<file path="src/sv/quantized_clamp_activation_top_assert.svh">
// Assertion macros used by the quantized clamp activation controller.
`ifndef QUANTIZED_CLAMP_ACTIVATION_TOP_ASSERT_SVH
`define QUANTIZED_CLAMP_ACTIVATION_TOP_ASSERT_SVH

// Consequent checked in the same cycle as the antecedent.
`define QCA_ASSERT_NOW(label, ante, cons, msg) \
  label: assert property (@(posedge clk) disable iff (rst) (ante) |-> (cons)) \
    else $error(msg);

// Consequent checked in the cycle after the antecedent.
`define QCA_ASSERT_NEXT(label, ante, cons, msg) \
  label: assert property (@(posedge clk) disable iff (rst) (ante) |=> (cons)) \
    else $error(msg);

`endif

</file>
<file path="src/sv/qca_pkg.sv">
// Shared constants, types and helpers of the quantized clamp activation block.
package qca_pkg;

  localparam int SAMPLE_W         = 16;
  localparam int FRAC_BITS        = 8;
  localparam int LEVEL_W          = 16;
  localparam int SLOT_W           = 8;
  localparam int DEF_MAX_CHANNELS = 256;

  localparam int CFG_INDEX_W = 3;
  localparam int CFG_DATA_W  = 21;

  localparam logic [CFG_INDEX_W-1:0] CFG_QUANTIZE_ON   = 3'd0;
  localparam logic [CFG_INDEX_W-1:0] CFG_LEVEL_BITS    = 3'd1;
  localparam logic [CFG_INDEX_W-1:0] CFG_LEAK_SLOPE    = 3'd2;
  localparam logic [CFG_INDEX_W-1:0] CFG_SHARED_ALPHA  = 3'd3;
  localparam logic [CFG_INDEX_W-1:0] CFG_CHANNEL_COUNT = 3'd4;
  localparam logic [CFG_INDEX_W-1:0] CFG_PLANE_SIZE    = 3'd5;

  localparam logic KIND_SAMPLE = 1'b0;
  localparam logic KIND_LOAD   = 1'b1;

  // clamp value after reset: 0.25 in Q8.8
  localparam logic [SAMPLE_W-1:0] ALPHA_RESET = 16'd64;

  // controller to datapath
  typedef struct packed {
    logic clear_step;
    logic take_sample;
    logic take_load;
    logic latch_alpha;
    logic quant_mul;
    logic level_mul;
    logic leaky_mul;
    logic div1_init;
    logic div2_init;
    logic div_step;
    logic fault_out;
    logic neg_out;
    logic quant_fin;
    logic leaky_fin;
    logic load_out;
  } qca_cmd_t;

  // datapath to controller
  typedef struct packed {
    logic clear_last;
    logic quantize;
    logic alpha_zero;
    logic alpha_neg;
  } qca_sts_t;

  // 2^bits - 1 with bits held to 1..16
  function automatic logic [LEVEL_W-1:0] steps_of(input logic [4:0] bits);
    logic [4:0]  b;
    logic [16:0] s;
    b = bits;
    if (b == 5'd0) b = 5'd1;
    else if (b > 5'd16) b = 5'd16;
    s = (17'd1 << b) - 17'd1;
    return s[LEVEL_W-1:0];
  endfunction

endpackage

</file>
<file path="src/sv/qca_ctrl.sv">
// Controller: sequences table clear, sample processing and result hand-off.
`include "quantized_clamp_activation_top_assert.svh"

module qca_ctrl
  import qca_pkg::*;
(
  input  logic     clk,
  input  logic     rst,
  input  logic     in_valid,
  input  logic     in_kind,
  output logic     in_ready,
  output logic     out_valid,
  input  logic     out_ready,
  input  qca_sts_t sts,
  output qca_cmd_t cmd
);

  localparam logic [3:0] S_CLEAR     = 4'd0;
  localparam logic [3:0] S_IDLE      = 4'd1;
  localparam logic [3:0] S_ALPHA     = 4'd2;
  localparam logic [3:0] S_QPREP     = 4'd3;
  localparam logic [3:0] S_DIV1_INIT = 4'd4;
  localparam logic [3:0] S_DIV1      = 4'd5;
  localparam logic [3:0] S_LVL_MUL   = 4'd6;
  localparam logic [3:0] S_DIV2_INIT = 4'd7;
  localparam logic [3:0] S_DIV2      = 4'd8;
  localparam logic [3:0] S_QFIN      = 4'd9;
  localparam logic [3:0] S_LMUL      = 4'd10;
  localparam logic [3:0] S_LFIN      = 4'd11;
  localparam logic [3:0] S_DONE      = 4'd12;

  logic [3:0] state, state_next;
  logic [3:0] div_cnt, div_cnt_next;
  logic       out_valid_next;

  always_comb begin
    cmd          = '0;
    state_next   = state;
    div_cnt_next = div_cnt;
    in_ready     = 1'b0;
    unique case (state)
      S_CLEAR: begin
        cmd.clear_step = 1'b1;
        if (sts.clear_last) state_next = S_IDLE;
      end
      S_IDLE: begin
        in_ready = 1'b1;
        if (in_valid) begin
          if (in_kind == KIND_LOAD) begin
            cmd.take_load = 1'b1;
          end else begin
            cmd.take_sample = 1'b1;
            state_next      = S_ALPHA;
          end
        end
      end
      S_ALPHA: begin
        cmd.latch_alpha = 1'b1;
        state_next      = sts.quantize ? S_QPREP : S_LMUL;
      end
      S_QPREP: begin
        if (sts.alpha_zero) begin
          cmd.fault_out = 1'b1;
          state_next    = S_DONE;
        end else if (sts.alpha_neg) begin
          cmd.neg_out = 1'b1;
          state_next  = S_DONE;
        end else begin
          cmd.quant_mul = 1'b1;
          state_next    = S_DIV1_INIT;
        end
      end
      S_DIV1_INIT: begin
        cmd.div1_init = 1'b1;
        state_next    = S_DIV1;
      end
      S_DIV1: begin
        cmd.div_step = 1'b1;
        div_cnt_next = div_cnt + 4'd1;
        if (div_cnt == 4'd15) state_next = S_LVL_MUL;
      end
      S_LVL_MUL: begin
        cmd.level_mul = 1'b1;
        state_next    = S_DIV2_INIT;
      end
      S_DIV2_INIT: begin
        cmd.div2_init = 1'b1;
        state_next    = S_DIV2;
      end
      S_DIV2: begin
        cmd.div_step = 1'b1;
        div_cnt_next = div_cnt + 4'd1;
        if (div_cnt == 4'd15) state_next = S_QFIN;
      end
      S_QFIN: begin
        cmd.quant_fin = 1'b1;
        state_next    = S_DONE;
      end
      S_LMUL: begin
        cmd.leaky_mul = 1'b1;
        state_next    = S_LFIN;
      end
      S_LFIN: begin
        cmd.leaky_fin = 1'b1;
        state_next    = S_DONE;
      end
      S_DONE: begin
        if (!out_valid || out_ready) begin
          cmd.load_out = 1'b1;
          state_next   = S_IDLE;
        end
      end
      default: state_next = S_IDLE;
    endcase
  end

  always_comb begin
    if (cmd.load_out)            out_valid_next = 1'b1;
    else if (out_valid && out_ready) out_valid_next = 1'b0;
    else                         out_valid_next = out_valid;
  end

  always_ff @(posedge clk) begin
    if (rst) begin
      state     <= S_CLEAR;
      div_cnt   <= '0;
      out_valid <= 1'b0;
    end else begin
      state     <= state_next;
      div_cnt   <= div_cnt_next;
      out_valid <= out_valid_next;
    end
  end

  `QCA_ASSERT_NOW(a_load_free, cmd.load_out, !out_valid || out_ready, "result overwrote a pending transaction")
  `QCA_ASSERT_NEXT(a_sample_reads, in_valid && in_ready && (in_kind == KIND_SAMPLE), state == S_ALPHA, "sample did not start table read")
  `QCA_ASSERT_NOW(a_div_cnt_rest, (state != S_DIV1) && (state != S_DIV2), div_cnt == 4'd0, "divider count left non-zero")
  `QCA_ASSERT_NOW(a_valid_src, $rose(out_valid), $past(cmd.load_out), "output valid without a loaded result")

endmodule

</file>
<file path="config.mk">
export PLATFORM = sky130hd
export DESIGN_NAME = qca_ctrl
export DESIGN_NICKNAME = d
export VERILOG_FILES = /design/src/sv/qca_pkg.sv /design/src/sv/qca_ctrl.sv
export VERILOG_INCLUDE_DIRS = /design/src /design/src/sv
export SDC_FILE = /design/constraint.sdc
export NUM_CORES = 1
export LEC_CHECK = 0
export BUFFER_PORTS_ARGS = -buffer_cell sky130_fd_sc_hd__clkbuf_2
export CELL_PAD_IN_SITES_DETAIL_PLACEMENT = 1
export CELL_PAD_IN_SITES_GLOBAL_PLACEMENT = 2
export CORE_MARGIN = 1
export CORE_UTILIZATION = 25
export DETAILED_ROUTE_END_ITERATION = 8
export GPL_TIMING_DRIVEN = 0
export PLACE_DENSITY = 0.8
export SYNTH_ARGS = -nofsm -noshare
export SYNTH_HDL_FRONTEND = slang
export SYNTH_SLANG_ARGS = --single-unit
export TNS_END_PERCENT = 50
</file>
<file path="constraint.sdc">
create_clock -name clk -period 1.99 [get_ports clk]
set_input_delay 0.4975 -clock clk [delete_from_list [all_inputs] [get_ports clk]]
set_output_delay 0.4975 -clock clk [all_outputs]
set_load 0.02 [all_outputs]
</file>
==> impl_metrics.tcl, run 1 <==
set metrics [dict create \
    end_kind "output port" \
    clkSinkCount 9 \
    clock.fmax_ghz 0.502 \
    die_h_um 53.7 \
    power_density_mw_per_mm2 1110 \
    finalPower_uw 1180 \
    slew_violations 0 \
    worstPathMaxFanout 4 \
    grt_setup_unrepaired "true" \
    netlist_top_cells_count "nor2_1 (14), dfxtp_1 (9), a21oi_1 (7)" \
    grt_pass1_wl_um 3500 \
    vias_per_cell 5.06 \
    violations "negative setup slack" \
    drive_above_1_share 0.484 \
    power.leakage_uw 0.000459 \
    diodes 0 \
    drt_iter0_drc 14 \
    path_buf_inv 2 \
    cp.arrival_ps 1500 \
    cp_slowest_cell "or3_4" \
    skew_ps 1.35 \
    insertion_delay_ps 260 \
    holdWs_ps 480 \
    cp_slowest_stage_delay_ps 400 \
    ys.flop_type "dfxtp_1" \
    fin_crit_sh 1.00 \
    finalHoldViolCount 0 \
    ys_top_cells_by_area "dfxtp_1 (27%), nor2_1 (7.9%), nor4b_4 (7.1%)" \
    core-area_mm2 0.00250 \
    path_cells "buf_6, or3_4, nor3b_2, buf_4" \
    grt_pass1_vias 739 \
    synthesis.area_um2 669 \
    grt_max_degree 11 \
    io_buffers 24 \
    yosys.area.top_type "dfxtp_1" \
    cap_viol_max_count 0 \
    htree_num_levels 1 \
    grt_usage 0.173 \
    setup_viol 1 \
    min_path_type "reg -> reg" \
    rows 18 \
    cp_top_family "simple AND/OR/NAND/NOR gates" \
    fin_ws_ps -3.17 \
    ios 26 \
    antenna_found_initial 0 \
    final_nets 135 \
    syn-instance-count 87 \
    async_flop_share 0 \
    final.min_clock_period_ps 1990 \
    crit_type "reg -> out" \
    die_x_um 53.7 \
    synth_edf_count 0 \
    numCtsBuffers 3 \
    preCtsSetupSlack_ps -71.6 \
    ant_nets 0 \
    die-area_mm2 0.00289 \
    wire_per_inst_um 14.4 \
    drc 0 \
    yosys_warnings 0 \
    cts_buffer_depth 2 \
    start_kind "flop" \
    gp_congestion 0.731 \
    vias 779 \
    firstDrtPassIters 4 \
    maxSlewHeadroom 0.646 \
    yosysTopAreaCellShare 0.269 \
    worstPathRequired_ps 1490 \
    finalWirelength_um 2220 \
    status "complete, but fails checks" \
    overflow 0 \
    hpwl_um 1370 \
    tightest_slew_ps 530 \
    synth.avg_cell_area_um2 7.69 \
    synthesis.nets 97 \
    ys_seq_area_frac 0.269 \
    synth.most_common_cell "nor2_1" \
    synth_cell_types 33 \
    ys_ff_latch 9 \
    initial_core_util 0.268 \
    cts_root_buf "clkbuf_4" \
    area.growth.synth_to_final_pct 57.8 \
    clk_pin_slew_ps 60 \
    cts_tree "yes" \
    peakVddDrop_mv 0.597 \
]
-- final cells by class --
cell class                      instances  area (um2)
Timing Repair Buffer                   33         220
Fill cell                             300        1440
Clock buffer                            4        26.3
Tap cell                               30        37.5
Multi-Input combinational cell         68         499
Sequential cell                         9         195
Inverter                                4        15.0
Buffer                                  6        62.6
-- per-layer routing --
layer	up-vias	routed length, um	track usage
li1	383	-	-
met1	373	948	0.213
met2	19	1130	0.276
met3	4	101	0.0650
met4	0	36	0.0526
met5	-	0	0
-- worst paths after layout --
path | endpoint | cells after the start | start | slack, ps
worst max register to register | state[1]$_SDFFE_PP0P_ | 5 | state[1]$_SDFFE_PP0P_ | 410
worst min-delay path | div_cnt[1]$_SDFFE_PP0P_ | 2 | div_cnt[1]$_SDFFE_PP0P_ | 480
worst min register to register | div_cnt[1]$_SDFFE_PP0P_ | 2 | div_cnt[1]$_SDFFE_PP0P_ | 480
worst max-delay path | cmd[3] | 4 | state[2]$_SDFFE_PP0P_ | -3
-- worst register-to-register path, stage by stage (launching register included) --
cell      delay, ps
dfxtp_4         360
buf_4           130
and4bb_4        250
o21a_1          220
or3_4           400
nor3_2          140
-- per-stage QoR --
stage	utilization	setup TNS (ps)	cell area (um2)	cells
floorplan	-	-41.0	674	87
global placement	0.333	-78.3	832	141
detailed placement	0.333	-142	832	141
CTS	0.402	-16.7	1010	154
global route	0.422	-171	1060	154
finish	0.422	-3.17	1060	154
-- layout by cell type (no fill, tap or decap), types with 2 or more instances in the layout --
cell type,n
a21oi_1,7
buf_4,12
buf_6,4
clkbuf_2,19
clkbuf_4,3
dfxtp_1,5
dfxtp_4,4
inv_1,3
nand2_1,3
nand2b_1,5
nand3_1,2
nor2_1,13
nor2b_1,2
nor3_1,2
nor3_2,4
nor4b_4,2
o21ai_0,3
o21ai_1,2
o31ai_1,2
or3_4,2
xor2_1,2
-- timing repair --
action                     4_1_cts  5_1_grt
pin swaps                        1        3
resized for setup               24       15
buffers inserted                 9        0
setup endpoints to repair       13        9
hold buffers                     0        0
-- flip-flops by register name, summed over array words and instances, names as in the netlist --
signal and cells:
out_valid 1, state 4, div_cnt 4
-- cell families after synthesis --
| group | after synthesis | share of synthesized area |
|---|---|---|
| compound gates | 19 | 0.170 |
| xor+xnor | 2 | 0.0262 |
| fa+ha+maj | 1 | 0.0187 |
| buf+inv | 10 | 0.0710 |
| flops | 9 | 0.269 |
| simple gates | 46 | 0.445 |
-- power breakdown --
group / internal [uW] / switching, uW
clock network: 77.3 / 64.3
logic: 368 / 396
registers: 225 / 46.6
total: 669 / 507
Power figures use the tool's default switching activity.
==> run 2, diff against run 1 <==
--- a/config.mk
+++ b/config.mk
@@ -6,6 +6,7 @@
 export SDC_FILE = /design/constraint.sdc
 export NUM_CORES = 1
 export LEC_CHECK = 0
+export ABC_CLOCK_PERIOD_IN_PS = 2220
 export BUFFER_PORTS_ARGS = -buffer_cell sky130_fd_sc_hd__clkbuf_2
 export CELL_PAD_IN_SITES_DETAIL_PLACEMENT = 1
 export CELL_PAD_IN_SITES_GLOBAL_PLACEMENT = 2
@@ -14,6 +15,7 @@
 export DETAILED_ROUTE_END_ITERATION = 8
 export GPL_TIMING_DRIVEN = 0
 export PLACE_DENSITY = 0.8
+export RECOVER_POWER = 25
 export SYNTH_ARGS = -nofsm -noshare
 export SYNTH_HDL_FRONTEND = slang
 export SYNTH_SLANG_ARGS = --single-unit
==> constraint.sdc (replaced) <==
create_clock -name clk -period 2.22 [get_ports clk]
set_input_delay 0.555 -clock clk [delete_from_list [all_inputs] [get_ports clk]]
set_output_delay 0.555 -clock clk [all_outputs]
set_load 0.02 [all_outputs]
==> run 2 against run 1 <==
- the run now ends clean
- total power shrank 23%
- wire length shrank 18%
- cell count shrank 4.5%
- setup slack gained 92 ps
- core utilization shrank 6.1 points
- clock skew is essentially flat
- via count shrank 9.5%
- sequential power shrank 10%
- global-route usage shrank 3.3 points
- flip-flop and latch count is the same
- critical path type unchanged
- critical endpoint is now cmd[10]
- largest power group unchanged
==> impl_metrics.tcl, run 2 (synthesized netlist as in run 1, its figures left out) <==
set metrics [dict create \
    grt_max_degree 11 \
    area.growth.synth_to_final_pct 35.0 \
    power.leakage_uw 0.000392 \
    maxSlewHeadroom 0.677 \
    wire_per_inst_um 12.4 \
    cp.arrival_ps 1580 \
    cts_hold_buf 0 \
    vias 705 \
    final_nets 128 \
    largestRegisters "div_cnt: 4 flops, state: 4 flops, out_valid: 1 flops" \
    firstDrtPassIters 2 \
    worstPathRequired_ps 1660 \
    stdcell_count 147 \
    cts_buffer_depth 2 \
    peakVddDrop_mv 0.495 \
    fill_cells 317 \
    final_util 0.361 \
    numCtsBuffers 3 \
    vias_per_cell 4.80 \
    diodes 0 \
    tns_ps 0 \
    htree_num_levels 1 \
    cts_root_buf "clkbuf_4" \
    core-area_mm2 0.00250 \
    drc 0 \
    cap_viol_max_count 0 \
    tightest_slew_ps 485 \
    ant_nets 0 \
    grt_pass1_wl_um 2830 \
    clock.fmax_ghz 0.469 \
    drt_iter0_drc 9 \
    drive_above_1_share 0.376 \
    worstPathMaxFanout 10 \
    grt_usage 0.140 \
    finalWirelength_um 1830 \
    start_kind "flop" \
    finalHoldViolCount 0 \
    clk_pin_slew_ps 70 \
    insertion_delay_ps 270 \
    clkSinkCount 9 \
    crit_type "reg -> out" \
    min_path_type "reg -> reg" \
    final.min_clock_period_ps 2130 \
    status "completed" \
    rows 18 \
    die_h_um 53.7 \
    end_kind "output port" \
    ios 26 \
    cts_tree "yes" \
    antenna_found_initial 0 \
    die_x_um 53.7 \
    dp.cells 141 \
    grt_setup_unrepaired "false" \
    grt_pass1_vias 644 \
    fin_crit_sh 0.960 \
    overflow 0 \
    slew_violations 0 \
    initial_core_util 0.268 \
    die-area_mm2 0.00289 \
    hpwl_um 1390 \
    skew_ps 1.58 \
    power_density_mw_per_mm2 998 \
    io_buffers 24 \
    setup_viol 0 \
    gp_congestion 0.725 \
    final_cell_mix "clkbuf_2 (21), nor2_1 (14), a21oi_1 (7)" \
    mostFrequentLayoutCell "clkbuf_2" \
]
run 2: metal layers:
metal,routed length (um),track usage,vias up
met4,33,0.0526,0
met1,861,0.174,320
met5,0,0,-
met2,847,0.216,17
met3,84,0.0508,4
li1,-,-,364
run 2: worst paths after layout:
kind | cells past startpoint | from | to | slack (ps)
setup reg to reg | 5 | state[0]$_SDFFE_PP0P_ | div_cnt[3]$_SDFFE_PP0P_ | 620
setup / recovery | 5 | state[1]$_SDFFE_PP0P_ | cmd[10] | 90
hold / removal | 2 | div_cnt[1]$_SDFFE_PP0P_ | div_cnt[1]$_SDFFE_PP0P_ | 480
hold reg to reg | 2 | div_cnt[1]$_SDFFE_PP0P_ | div_cnt[1]$_SDFFE_PP0P_ | 480
run 2: layout make-up:
| type | instances | area (um2) | area share |
|---|---|---|---|
| Clock inverter | 1 | 5.00 | 0.00554 |
| Timing Repair Buffer | 26 | 133 | 0.147 |
| Multi-Input combinational cell | 68 | 452 | 0.500 |
| Inverter | 4 | 15.0 | 0.0166 |
| Buffer | 6 | 48.8 | 0.0540 |
| Clock buffer | 3 | 22.5 | 0.0249 |
| Sequential cell | 9 | 190 | 0.211 |
| Tap cell | 30 | 37.5 | 0.0416 |
run 2: where the power goes:
group / switching (uW) / total, uW / internal (uW)
combinational: 292 / 526 / 234
sequential: 42.5 / 243 / 200
clock: 66.4 / 133 / 66.8
run 2: worst max-delay path: stages (launching register included):
cell	delay (ps)
dfxtp_4	370
buf_6	150
nand2_1	100
or3_4	350
nor3_1	140
buf_2	190
run 2: through the flow:
step | setup slack [ps] | area, um2 | power (uW) | hold slack, ps
floorplan | 81.4 | 669 | 595 | 453
global placement | 108 | 827 | 711 | 468
detailed placement | 79.8 | 827 | 718 | 478
CTS | 15.0 | 888 | 892 | 488
global route | 0.126 | 903 | 968 | 515
finish | 88.5 | 903 | 902 | 484
run 2: repair_timing:
item                                    4_1_cts  5_1_grt
endpoints found under the hold margin         0        0
buffers inserted                              0        2
endpoints found under the setup margin        3        2
gates resized for setup                      14        3
